[src/hdl/tssp_pkg.sv]
// Package for the trace state subkey parser: item types, segment state and character codes.
package tssp_pkg;

    // Number of hex digits in a full 56-bit value and the accumulator width.
    localparam int HEX_DIGITS = 14;
    localparam int ACC_W      = 4 * HEX_DIGITS;
    localparam int TOP_SHIFT  = 4 * (HEX_DIGITS - 1);

    // Character codes the parser reacts to.
    localparam logic [7:0] CHAR_SEMI  = 8'h3B;
    localparam logic [7:0] CHAR_COLON = 8'h3A;
    localparam logic [7:0] CHAR_T     = 8'h74;
    localparam logic [7:0] CHAR_H     = 8'h68;
    localparam logic [7:0] CHAR_R     = 8'h72;
    localparam logic [7:0] CHAR_V     = 8'h76;

    // Saturation limit of the extra segment counter.
    localparam logic [7:0] SEG_CNT_MAX = 8'hFF;

    // One input item.
    typedef struct packed {
        logic [7:0] char_code;
        logic       final_char;
    } t_in_item;

    // One result item.
    typedef struct packed {
        logic             threshold_found;
        logic [ACC_W-1:0] threshold_bits;
        logic             random_found;
        logic [ACC_W-1:0] random_word;
        logic [7:0]       extra_segments;
        logic             length_exceeded;
    } t_out_item;

    // Classification of one character, produced by the decoder.
    typedef struct packed {
        logic       is_semi;
        logic       is_colon;
        logic       is_hex;
        logic [3:0] nib;
        logic       is_t;
        logic       is_h;
        logic       is_r;
        logic       is_v;
    } t_char_class;

    // Per-segment parse state.
    typedef struct packed {
        logic             in_value;
        logic [1:0]       key_len;
        logic             m_th;
        logic             m_rv;
        logic [3:0]       dcnt;
        logic [ACC_W-1:0] accum;
        logic             dvalid;
    } t_seg;

    // Results collected over the whole string.
    typedef struct packed {
        logic             have_th;
        logic [ACC_W-1:0] th;
        logic             have_rv;
        logic [ACC_W-1:0] rv;
        logic [7:0]       seg_cnt;
    } t_glob;

    localparam t_seg SEG_CLEAR = '{
        in_value: 1'b0,
        key_len:  2'd0,
        m_th:     1'b1,
        m_rv:     1'b1,
        dcnt:     4'd0,
        accum:    '0,
        dvalid:   1'b1
    };

    localparam t_glob GLOB_CLEAR = '{
        have_th: 1'b0,
        th:      '0,
        have_rv: 1'b0,
        rv:      '0,
        seg_cnt: 8'd0
    };

endpackage

[src/hdl/tssp_char_decode.sv]
// Character decoder: classifies one byte as separator, key letter or lowercase hex digit.
module tssp_char_decode
    import tssp_pkg::*;
(
    input  logic [7:0]  i_char,
    output t_char_class o_class
);

    // Separators and key letters are plain compares; hex digits map to a nibble.
    always_comb begin
        o_class          = '0;
        o_class.is_semi  = (i_char == CHAR_SEMI);
        o_class.is_colon = (i_char == CHAR_COLON);
        o_class.is_t     = (i_char == CHAR_T);
        o_class.is_h     = (i_char == CHAR_H);
        o_class.is_r     = (i_char == CHAR_R);
        o_class.is_v     = (i_char == CHAR_V);
        if (i_char inside {[8'h30:8'h39]}) begin
            o_class.is_hex = 1'b1;
            o_class.nib    = i_char[3:0];
        end else if (i_char inside {[8'h61:8'h66]}) begin
            o_class.is_hex = 1'b1;
            o_class.nib    = i_char[3:0] + 4'd9;
        end
    end

endmodule

[src/hdl/trace_state_subkey_parser.sv]
// Top level of the trace state subkey parser: handshake, parse state and result register.
//
// The parser takes one character item per clock cycle while the input side is not stalled.
// An accepted item is held in an input register, is folded into the segment state by a
// single pass of compare and nibble logic, and on the last character of a string the
// result item is loaded into the output register. The input side stalls only when the
// output register holds an undelivered result that the receiver is stalling and the
// input register is occupied. After each result the parse state returns to its reset
// values, so the next string can follow immediately. Strings longer than MAX_LENGTH
// characters give an all-zero result with length_exceeded set.
module trace_state_subkey_parser
    import tssp_pkg::*;
#(
    parameter int MAX_LENGTH = 256
) (
    input  logic      i_clk,
    input  logic      i_rst_n,
    input  logic      i_in_valid,
    output logic      o_in_stall,
    input  t_in_item  i_in_item,
    output logic      o_out_valid,
    input  logic      i_out_stall,
    output t_out_item o_out_item
);

    localparam int CNT_W = $clog2(MAX_LENGTH + 2);

    // Close a segment: store a well-formed th or rv value, or count another keyed segment.
    function automatic t_glob close_seg(input t_seg s, input t_glob g);
        t_glob r;
        logic  two;
        r   = g;
        two = (s.key_len == 2'd2);
        if (s.in_value) begin
            if (two && s.m_th) begin
                if (s.dvalid && (s.dcnt <= 4'(HEX_DIGITS))) begin
                    r.have_th = 1'b1;
                    r.th      = s.accum;
                end
            end else if (two && s.m_rv) begin
                if (s.dvalid && (s.dcnt == 4'(HEX_DIGITS))) begin
                    r.have_rv = 1'b1;
                    r.rv      = s.accum;
                end
            end else if (g.seg_cnt != SEG_CNT_MAX) begin
                r.seg_cnt = g.seg_cnt + 8'd1;
            end
        end
        return r;
    endfunction

    logic              r_in_valid;
    t_in_item          r_in;
    logic              r_out_valid;
    t_out_item         r_out;
    logic [CNT_W-1:0]  r_char_count;
    logic [CNT_W-1:0]  n_char_count;
    t_seg              r_seg;
    t_seg              n_seg;
    t_glob             r_glob;
    t_glob             n_glob;
    t_out_item         n_out;
    t_char_class       w_class;
    logic              w_ready_out;
    logic              w_proc;

    // Handshake: the input register advances whenever the result register can move.
    assign w_ready_out = !r_out_valid || !i_out_stall;
    assign w_proc      = r_in_valid && w_ready_out;
    assign o_in_stall  = r_in_valid && !w_ready_out;
    assign o_out_valid = r_out_valid;
    assign o_out_item  = r_out;

    tssp_char_decode u_decode (
        .i_char  (r_in.char_code),
        .o_class (w_class)
    );

    // Fold the registered character into the parse state and build the result.
    always_comb begin
        t_seg       seg;
        t_glob      glob;
        t_glob      glob_fin;
        logic [CNT_W-1:0] cnt;

        cnt = r_char_count;
        if (r_char_count < CNT_W'(MAX_LENGTH + 1)) begin
            cnt = r_char_count + CNT_W'(1);
        end

        seg  = r_seg;
        glob = r_glob;
        if (w_class.is_semi) begin
            glob = close_seg(r_seg, r_glob);
            seg  = SEG_CLEAR;
        end else if (!r_seg.in_value) begin
            if (w_class.is_colon) begin
                seg.in_value = 1'b1;
            end else begin
                case (r_seg.key_len)
                    2'd0: begin
                        seg.m_th = r_seg.m_th && w_class.is_t;
                        seg.m_rv = r_seg.m_rv && w_class.is_r;
                    end
                    2'd1: begin
                        seg.m_th = r_seg.m_th && w_class.is_h;
                        seg.m_rv = r_seg.m_rv && w_class.is_v;
                    end
                    default: begin
                        seg.m_th = 1'b0;
                        seg.m_rv = 1'b0;
                    end
                endcase
                if (r_seg.key_len != 2'd3) begin
                    seg.key_len = r_seg.key_len + 2'd1;
                end
            end
        end else begin
            if (!w_class.is_hex) begin
                seg.dvalid = 1'b0;
            end
            if (w_class.is_hex && (r_seg.dcnt < 4'(HEX_DIGITS))) begin
                seg.accum = r_seg.accum
                          | (ACC_W'(w_class.nib) << (6'(TOP_SHIFT) - {r_seg.dcnt, 2'b00}));
            end
            if (r_seg.dcnt != 4'd15) begin
                seg.dcnt = r_seg.dcnt + 4'd1;
            end
        end

        glob_fin = close_seg(seg, glob);

        // Result item, cleared when the string ran over the length limit.
        n_out = '0;
        if (cnt > CNT_W'(MAX_LENGTH)) begin
            n_out.length_exceeded = 1'b1;
        end else begin
            n_out.threshold_found = glob_fin.have_th;
            n_out.threshold_bits  = glob_fin.th;
            n_out.random_found    = glob_fin.have_rv;
            n_out.random_word     = glob_fin.rv;
            n_out.extra_segments  = glob_fin.seg_cnt;
        end

        // The last character returns all parse state to its reset values.
        if (r_in.final_char) begin
            n_char_count = '0;
            n_seg        = SEG_CLEAR;
            n_glob       = GLOB_CLEAR;
        end else begin
            n_char_count = cnt;
            n_seg        = seg;
            n_glob       = glob;
        end
    end

    // Input register.
    always_ff @(posedge i_clk) begin
        if (!i_rst_n) begin
            r_in_valid <= 1'b0;
        end else if (!o_in_stall) begin
            r_in_valid <= i_in_valid;
        end
        if (!o_in_stall && i_in_valid) begin
            r_in <= i_in_item;
        end
    end

    // Parse state, updated once for each processed item.
    always_ff @(posedge i_clk) begin
        if (!i_rst_n) begin
            r_char_count <= '0;
            r_seg        <= SEG_CLEAR;
            r_glob       <= GLOB_CLEAR;
        end else if (w_proc) begin
            r_char_count <= n_char_count;
            r_seg        <= n_seg;
            r_glob       <= n_glob;
        end
    end

    // Result register.
    always_ff @(posedge i_clk) begin
        if (!i_rst_n) begin
            r_out_valid <= 1'b0;
        end else if (w_ready_out) begin
            r_out_valid <= w_proc && r_in.final_char;
        end
        if (w_proc && r_in.final_char) begin
            r_out <= n_out;
        end
    end

`ifndef NO_ASSERTIONS
    // The input side only stalls behind a pending, stalled result.
    a_stall_cause: assert property (@(posedge i_clk) disable iff (!i_rst_n)
        o_in_stall |-> (o_out_valid && i_out_stall))
        else $error("input stalled without a pending stalled result");

    // A string that ran over the limit delivers no parsed fields.
    a_overflow_clear: assert property (@(posedge i_clk) disable iff (!i_rst_n)
        (o_out_valid && o_out_item.length_exceeded) |->
            (!o_out_item.threshold_found && !o_out_item.random_found &&
             (o_out_item.extra_segments == 8'd0)))
        else $error("overflow result carries parsed fields");

    // A threshold value is only ever stored together with its found flag.
    a_threshold_zero: assert property (@(posedge i_clk) disable iff (!i_rst_n)
        (o_out_valid && !o_out_item.threshold_found) |->
            (o_out_item.threshold_bits == '0))
        else $error("threshold value without found flag");

    // After the last character the parse state is back at reset.
    a_state_cleared: assert property (@(posedge i_clk) disable iff (!i_rst_n)
        (w_proc && r_in.final_char) |=>
            ((r_char_count == '0) && (r_glob == GLOB_CLEAR) && (r_seg == SEG_CLEAR)))
        else $error("parse state not cleared after last character");
`endif

endmodule
[config.mk]
export PLATFORM = sky130hd
export DESIGN_NAME = trace_state_subkey_parser
export DESIGN_NICKNAME = d
export VERILOG_FILES = /design/src/hdl/tssp_pkg.sv /design/src/hdl/tssp_char_decode.sv /design/src/hdl/trace_state_subkey_parser.sv
export SDC_FILE = /design/constraint.sdc
export NUM_CORES = 1
export LEC_CHECK = 0
export ABC_AREA = 1
export BUFFER_PORTS_ARGS = -buffer_cell sky130_fd_sc_hd__buf_2
export CORE_MARGIN = 5
export CORE_UTILIZATION = 60
export DETAILED_ROUTE_END_ITERATION = 16
export GPL_TIMING_DRIVEN = 0
export PLACE_DENSITY = 0.77
export REMOVE_ABC_BUFFERS = 1
export SLEW_MARGIN = 20
export SYNTH_ARGS = -nofsm -noshare
export SYNTH_HDL_FRONTEND = slang
export SYNTH_HIERARCHICAL = 1
export SYNTH_SLANG_ARGS = --single-unit
[constraint.sdc]
create_clock -name i_clk -period 9 [get_ports i_clk]
set_input_delay 1.8 -clock i_clk [delete_from_list [all_inputs] [get_ports i_clk]]
set_output_delay 1.8 -clock i_clk [all_outputs]
set_load 0.005 [all_outputs]
Word level (Yosys, flattened, before mapping)
Cells that the tools add are included.
W data, S select, Z words.
{"block": "totals", "regBits": 331, "inputBits": 13, "output_inout_bits": 125, "wordCells": 115}
{"block": "classes", "addsub": 7, "magnitude_cmp": 9, "eq_ne": 15, "shift": 1, "muxes": 34, "bitwise_logic": 1, "n_reduce_logical": 25}
{"cell": "$mux W122", "count": 4}
{"cell": "$mux W57", "count": 8}
{"cell": "$mux W66", "count": 2}
{"cell": "$mux W65", "count": 2}
{"cell": "$mux W61", "count": 1}
{"cell": "$mux W56", "count": 1}
{"cell": "$or A56 B56 Y56", "count": 1}
{"cell": "$shl A4 B6 Y56", "count": 1}
{"cell": "$eq A8 B7 Y1 const B", "count": 4}
{"cell": "$mux W8", "count": 4}
{"cell": "$logic_and A1 B1 Y1", "count": 19}
{"cell": "$mux W9", "count": 2}
{"cell": "$add A8 B1 Y8 const B", "count": 2}
{"cell": "$eq A8 B6 Y1 const B", "count": 2}
{"cell": "$ne A8 B8 Y1 const B", "count": 2}
{"cell": "$mux W5", "count": 3}
{"cell": "$add A9 B1 Y9 const B", "count": 1}
{"cell": "$gt A9 B9 Y1 const B", "count": 1}
{"cell": "$lt A9 B9 Y1 const B", "count": 1}
{"cell": "$eq A4 B4 Y1 const B", "count": 2}
{"cell": "$ge A8 B6 Y1 const B", "count": 1}
{"cell": "$ge A8 B7 Y1 const B", "count": 1}
{"cell": "$le A4 B4 Y1 const B", "count": 2}
{"cell": "$le A8 B6 Y1 const B", "count": 1}
{"cell": "other kinds (17)", "count": 24}

Logic depth before layout (Yosys ltp)
Gate-level depths: netlist of run 1.
{"block": "logic_depth", "word_depth": 15, "depth_mapped": 20}

Cells and area by module
The synthesis of run 1 kept the hierarchy.
{"module": "trace_state_subkey_parser", "n_inst": 1, "cells_each": 2119, "area_each_um2": 16215.6, "seq_area_each_um2": 7947.6}
{"module": "tssp_char_decode", "n_inst": 1, "cells_each": 52, "area_each_um2": 291.5, "seq_area_each_um2": 0.0}

Worst setup path after synthesis of run 1
Ideal clock, no wire load.
{"block": "synth_path", "path_type": "input -> register", "from": "input port i_out_stall", "to": "register r_out, in the netlist o_out_item[0], enable pin", "t_arrival_ns": 7.617, "t_required_ns": 8.392, "slack_ns": 0.775, "path_stages": 6, "n_path_buf": 1, "path_cell_list": "nand2_1 inv_1 nor2_1 inv_2 clkbuf_1 nor2_1"}
{"block": "synth_via", "elab_chain_len": 4}
{"element": "start, declared", "line": "trace_state_subkey_parser.sv:22", "text": "input logic i_out_stall,"}
{"element": "$logic_not A1 Y1", "line": "trace_state_subkey_parser.sv:68", "text": "assign w_ready_out = !r_out_valid || !i_out_stall;"}
{"element": "$logic_or A1 B1 Y1", "line": "trace_state_subkey_parser.sv:68"}
{"element": "$logic_and A1 B1 Y1", "line": "trace_state_subkey_parser.sv:69", "text": "assign w_proc = r_in_valid && w_ready_out;"}
{"element": "$logic_and A1 B1 Y1", "line": "trace_state_subkey_parser.sv:189", "text": "if (w_proc && r_in.final_char) begin"}
{"element": "end signal, assigned", "line": "trace_state_subkey_parser.sv:190", "text": "r_out <= n_out;"}
{"element": "end, declared", "line": "trace_state_subkey_parser.sv:55", "text": "t_out_item r_out;"}
Every way passes these cells.
A chain may end at the register's enable or synchronous reset.

==> run metrics, run 1 <==
placed cells 2529; maximum number of pins on one net before global-route repair 114; syn_area_per_cell 7.60 sq um; relative slew slack 44.2%; hpwl dp 25.7 mm; CTS root buf clkbuf_16; Slew @ Worst Pin 0.836 ns; Leak 8.14 nW; RD Place Congestion 0.872; crit path launch r_in[7]$_DFFE_PP_; Synth cell types 42; WS Path Type flip-flop to flip-flop; initial antenna violation count 0; Mapped Cells 2171; Post-synth EDFFs 132; CP Data Arrival Time 5.06 ns; CP max FO 59; CTS clk-pin slew, worst paths 0.06 ns; vias per cell 5.68; CP required 9.26 ns; RSZ-0062 raised after global routing no; metal2 WL 20.6 mm; IO Count 138; fmax 208 MHz; HP Class flip-flop to flip-flop; fin crit share 53.4%; nets 2249; Synth-to-Final Area Change 13.1%; nature of the critical path endpoint flip-flop; DR WL/cell 16.3 um; Ys Warns 6; r2r setup slk 4.20 ns; Final Non-Filler Cells 2595; Synth Flop Type dfxtp_1; core area 27000 sq um; CTS max path bufs 3; Post-DRT Antenna Nets 0; FF+latch area 7950 sq um; PostCTS Resize Cnt 0; Slew Limit Fails 0; Tot GR Track Use 26.6%; CTS tree yes; Fillers 2165; antenna cells 0; initial DRC count 1526; layout cell share with drive strength beyond 1 12.1%; number of global-route vias before repair 14000; WL met1 17.5 mm; CTS H-tree depth 2; die width 176 um; maximum VDD drop 0.135 mV; die area 30900 sq um; First-pass DRT Iterations 6; WL final 42.3 mm; Die Y 176 um; DRC viols 0; routed vias 14700; Hold Startpoint r_glob[44]$_SDFFE_PN0P_; CP startpoint kind flip-flop; port bufs 137; status complete, no violations; uppermost layer routed met4; Final Skew 0.0236 ns; final hold violation count 0; Seq/Total Area, Yosys 48.1%; FF-to-FF Start r_in[7]$_DFFE_PP_; first-pass GRT wire length 68.4 mm; std cell rows 60; # Post-CTS Setup Buffers 0; Num CTS Buffers 36; Multi-input gate area 7030 sq um; synthesized area 16500 sq um; Clock Sinks 331; max-cap viol count 0; hold buffers post-CTS 0; Synth Register Bits 331; FFs w/ async S/R, synth 0%; final setup fails 0; gr ovfl total 0; final design utilization 69.1%; Tmin final 4.80 ns; metal3 WL 3.09 mm; Power Dens Cells 171 nW/um^2; later-pin clock latency in the skew report 0.53 ns; initial core utilization 61.1%
layout make-up:
class / instances / share of cell area [%]
clock buffers: 50 / 5.38
inverters: 249 / 5.13
well taps: 341 / 2.29
multi-input cells: 1453 / 37.7
flip-flops and latches: 331 / 42.6
clock inverters: 16 / 1.08
repair buffers: 155 / 5.87
per-layer routing:
metal,vias up,track usage (%)
li1,7192,-
met1,6839,34.6
met5,-,0
met3,86,4.05
met4,0,9.49
met2,616,45.3
synthesized netlist by cell type (36+ instances only):
cell type,number,share of area [%]
edfxtp_1,132,24
nand3_1,103,3.1
o21ai_0,66,2.0
o21ai_1,36,1.1
clkbuf_1,86,2.0
a211oi_1,56,2.5
o22ai_1,62,2.3
nor2_1,317,7.2
inv_1,230,5.2
a21oi_1,101,3.1
nand2_1,552,13
dfxtp_1,199,24
worst max-delay path: stages (launching register included):
cell and delay [ns]:
edfxtp_1 0.45, nor3_4 0.35, nand2_1 0.08, nor2_1 0.44
inv_2 0.22, o21ai_1 0.15, a21oi_2 0.06, nor2_2 0.12
nand2_1 0.20, nor2_4 0.62, nand2_4 0.62, inv_2 0.82
nand2_1 0.11, nand2_1 0.15, nor2_1 0.05
cells by family after synthesis:
family                     Yosys count  synth area share, %
and+or+nand+nor                   1032                 25.4
buffers and inverters              387                 9.73
adders and majority gates           10                0.758
DFF                                331                 48.1
AOI/OAI and AO/OA                  369                 13.5
xor gates and xnor gates             8                0.424
muxes                               34                 2.06
power by group:
part | total, mW | internal (mW) | switching (mW) | leakage [nW]
Sequential | 1.58 | 1.57 | 0.00710 | 2.90
Clock | 1.51 | 0.902 | 0.607 | 0.581
Combinational | 0.110 | 0.0310 | 0.0788 | 4.66
Total | 3.19 | 2.50 | 0.692 | 8.14
cell usage in the layout (no fill, tap or decap), types with 10 or more instances in the layout:
| cell | synthesis | final |
|---|---|---|
| nor3_1 | 17 | 17 |
| a211oi_1 | 56 | 56 |
| inv_2 | 16 | 13 |
| inv_1 | 230 | 229 |
| a21oi_1 | 101 | 101 |
| o21ai_0 | 66 | 66 |
| mux2i_1 | 34 | 34 |
| nand3_1 | 103 | 103 |
| clkbuf_16 | 0 | 37 |
| edfxtp_1 | 132 | 132 |
| nand2_1 | 552 | 548 |
| o21ai_1 | 36 | 36 |
| dfxtp_1 | 199 | 199 |
| nor2_1 | 317 | 313 |
| o22ai_1 | 62 | 62 |
| nor2_2 | 15 | 13 |
| buf_2 | 25 | 137 |
| clkbuf_1 | 86 | 10 |
| a2bb2oi_1 | 34 | 34 |
| ha_1 | 10 | 10 |
worst paths after layout:
kind                             endpoint  cells after the start
max          o_out_item[12]$_SDFFCE_PP0P_                     14
max reg2reg  o_out_item[12]$_SDFFCE_PP0P_                     14
min reg2reg       r_glob[44]$_SDFFE_PN0P_                      2
min               r_glob[44]$_SDFFE_PN0P_                      2
state kept, by name (all words and copies together) (netlist names):
signal        cells
r_in_valid        1
r_seg            66
r_glob          122
o_out_item      123
r_in              9
o_out_valid       1
r_char_count      9
per-stage QoR:
step	hold WS (ns)	power (mW)	setup TNS [ns]	worst slack (ns)	instance area, sq um
after floorplan	0.446	1.67	-347.54	-2.80	15800
after global placement	0.452	1.71	-2178.37	-9.33	17000
after detailed placement	0.457	1.72	0	3.86	17500
after CTS	0.467	3.20	0	3.84	18700
after global routing	0.484	3.28	0	3.99	18700
final	0.465	3.19	0	4.20	18700
(Power assumes the default switching activity.)
==> run 2, diff against run 1 <==
--- a/config.mk
+++ b/config.mk
@@ -8,10 +8,10 @@
 export ABC_AREA = 1
 export BUFFER_PORTS_ARGS = -buffer_cell sky130_fd_sc_hd__buf_2
 export CORE_MARGIN = 5
-export CORE_UTILIZATION = 60
+export CORE_UTILIZATION = 54
 export DETAILED_ROUTE_END_ITERATION = 16
 export GPL_TIMING_DRIVEN = 0
-export PLACE_DENSITY = 0.77
+export PLACE_DENSITY = 0.73
 export REMOVE_ABC_BUFFERS = 1
 export SLEW_MARGIN = 20
 export SYNTH_ARGS = -nofsm -noshare
==> constraint.sdc (replaced) <==
create_clock -name i_clk -period 4.1 [get_ports i_clk]
set_input_delay 0.82 -clock i_clk [delete_from_list [all_inputs] [get_ports i_clk]]
set_output_delay 0.82 -clock i_clk [all_outputs]
set_load 0.005 [all_outputs]
==> run 2 against run 1 <==
Via count up 0.24%. Sequential share of layout area shrank 0.26 points. Setup slack lost 3.9 ns. Combinational power grew 120%. Core utilization shrank 7.2 points. Register-to-register slack worse by 3.9 ns. Flip-flop and latch count unchanged. Final cell count grew 2.2%. Cell area increased by 0.62%. Worst hold slack better by 0.00061 ns. Critical endpoint is now o_out_item[120]$_SDFFCE_PP0P_.
==> run metrics, run 2 (synthesis gave the netlist of run 1 again) <==
First-pass DRT Iterations 6 (unchanged); first-pass GRT wire length 68.8 mm (was 68.4 mm); port bufs 137 (unchanged); final design utilization 61.9% (was 69.1%); Worst path top cell family by delay simple AND/OR/NAND/NOR gates (unchanged); FF+latch area 7950 sq um (unchanged); Leak 8.16 nW (was 8.14 nW); Multi-input gate area 7050 sq um (was 7030 sq um); hold buffers post-CTS 0 (unchanged); CTS max path bufs 3 (unchanged); DR WL/cell 16.2 um (was 16.3 um); WL final 43.0 mm (was 42.3 mm); Clock Sinks 331 (unchanged); max-cap viol count 0 (unchanged); Post-Route Setup TNS 0 ns (unchanged); CP max FO 50 (was 59); RD Place Congestion 0.839 (was 0.872); status complete, no violations (unchanged); final hold violation count 0 (unchanged); maximum number of pins on one net before global-route repair 115 (was 114); relative slew slack 44.1% (was 44.2%); Tmin final 3.81 ns (was 4.80 ns); slowest CP cell nor3_4 (was inv_2); Hold WS 0.466 ns (was 0.465 ns); CP required 4.35 ns (was 9.26 ns); number of global-route vias before repair 13900 (was 14000); commonest non-fill, non-tap cell in the layout nand2_1 (unchanged); Power Dens Cells 367 nW/um^2 (was 171 nW/um^2); nets 2253 (was 2249); Die Y 185 um (was 176 um); Slew Limit Fails 0 (unchanged); Fillers 2581 (was 2165); Num CTS Buffers 35 (was 36); vias per cell 5.57 (was 5.68); initial DRC count 1489 (was 1526); gr ovfl total 0 (unchanged); DRC viols 0 (unchanged); max FFs per register 123 (unchanged); maximum VDD drop 0.321 mV (was 0.135 mV); CTS H-tree depth 2 (unchanged); Synth-to-Final Area Change 13.8% (was 13.1%); CP Data Arrival Time 4.06 ns (was 5.06 ns); post-layout instance area 18800 sq um (was 18700 sq um); Final Skew 0.0165 ns (was 0.0236 ns); CP startpoint kind flip-flop (unchanged); CTS root buf clkbuf_16 (unchanged); routed vias 14800 (was 14700); IO Count 138 (unchanged); fin crit share 92.9% (was 53.4%); dpl cell area 17600 sq um (was 17500 sq um); core area 30300 sq um (was 27000 sq um); Post-DRT Antenna Nets 0 (unchanged); Tot GR Track Use 24.4% (was 26.6%); later-pin clock latency in the skew report 0.52 ns (was 0.53 ns); crit-path max cell delay 0.56 ns (was 0.82 ns); antenna cells 0 (unchanged); hpwl dp 26.3 mm (was 25.7 mm); final setup fails 0 (unchanged); CTS tree yes (unchanged); RSZ-0062 raised after global routing no (unchanged); initial core utilization 54.4% (was 61.1%); CTS clk-pin slew, worst paths 0.06 ns (about the same); crit path cell chain nor3_4 > nand2_1 > nor2_1 > inv_2 > o21ai_1 > a21oi_2 > nor2_2 > nand2_2 > nor3_4 > nand2_4 > buf_16 > o21ai_1 > nor2_1 (was nor3_4 > nand2_1 > nor2_1 > inv_2 > o21ai_1 > a21oi_2 > nor2_2 > nand2_1 > nor2_4 > nand2_4 > inv_2 > nand2_1 > nand2_1 > nor2_1); die width 185 um (was 176 um); layout cell share with drive strength beyond 1 12.2% (was 12.1%); fmax 262 MHz (was 208 MHz); most frequent cells in the layout 548 x nand2_1, 313 x nor2_1, 229 x inv_1, 199 x dfxtp_1, 137 x buf_2 (unchanged); initial antenna violation count 0 (unchanged); HP Class flip-flop to flip-flop (unchanged); Slew @ Worst Pin 0.838 ns (was 0.836 ns); die area 34200 sq um (was 30900 sq um); std cell rows 64 (was 60); Bufs and invs on worst path 2 (unchanged); WS Path Type flip-flop to flip-flop (unchanged); nature of the critical path endpoint flip-flop (unchanged)
## run 2: cell types whose count changed in the layout (fill, tap and decap cells not counted), moves of 3 or more
cell	delta
clkinv_2	+5
clkinv_1	+4
buf_12	-3
clkbuf_1	-4
buf_16	+4
## run 2: layout make-up
cell class                 instances  share of cell area, %
sequential                       331                   42.3
timing repair buffer             158                   6.18
clock inverter                    20                   1.13
tap                              396                   2.64
inverter                         249                   5.13
clock buffer                      44                   5.03
multi-input combinational       1455                   37.6
## run 2: final timing paths
kind / startpoint / to / slack, ns / cells past startpoint
hold reg to reg: r_glob[34]$_SDFFE_PN0P_ / r_glob[34]$_SDFFE_PN0P_ / 0.47 / 2
hold / removal: r_glob[34]$_SDFFE_PN0P_ / r_glob[34]$_SDFFE_PN0P_ / 0.47 / 2
setup / recovery: r_in[7]$_DFFE_PP_ / o_out_item[120]$_SDFFCE_PP0P_ / 0.29 / 13
setup reg to reg: r_in[7]$_DFFE_PP_ / o_out_item[120]$_SDFFCE_PP0P_ / 0.29 / 13
## run 2: stage by stage
stage	cells	worst slack [ns]	total power [mW]
after global placement	2566	-13.59	3.75
after CTS	2650	0.0969	6.95
after detailed placement	2585	-1.04	3.78
final	2653	0.290	6.89
after floorplan	2033	-6.72	3.66
after global routing	2653	0.0428	7.12
## run 2: worst min-delay path: cells and delay by family (launching register included)
kind            cells  cell delay (ns)
simple gates        1             0.06
compound gates      1             0.05
flops               1             0.31
## run 2: report_power, final
part	internal, mW	switching, mW
Sequential	3.44	0.0155
Combinational	0.0719	0.175
Clock	1.90	1.29
Total	5.41	1.48
## run 2: per-layer routing
| layer | GRT usage (%) | vias up | part of all wire [%] |
|---|---|---|---|
| li1 | - | 7203 | - |
| met3 | 3.24 | 94 | 7.6 |
| met1 | 32.8 | 6863 | 43 |
| met5 | 0 | - | 0 |
| met4 | 8.13 | 0 | 2.8 |
| met2 | 41.0 | 609 | 47 |
## run 2: repair_timing
item,CTS,global route
buffers inserted,0,2
pin swaps,1,2
setup endpoints to repair,57,33
cloned,1,1
resized for setup,3,2
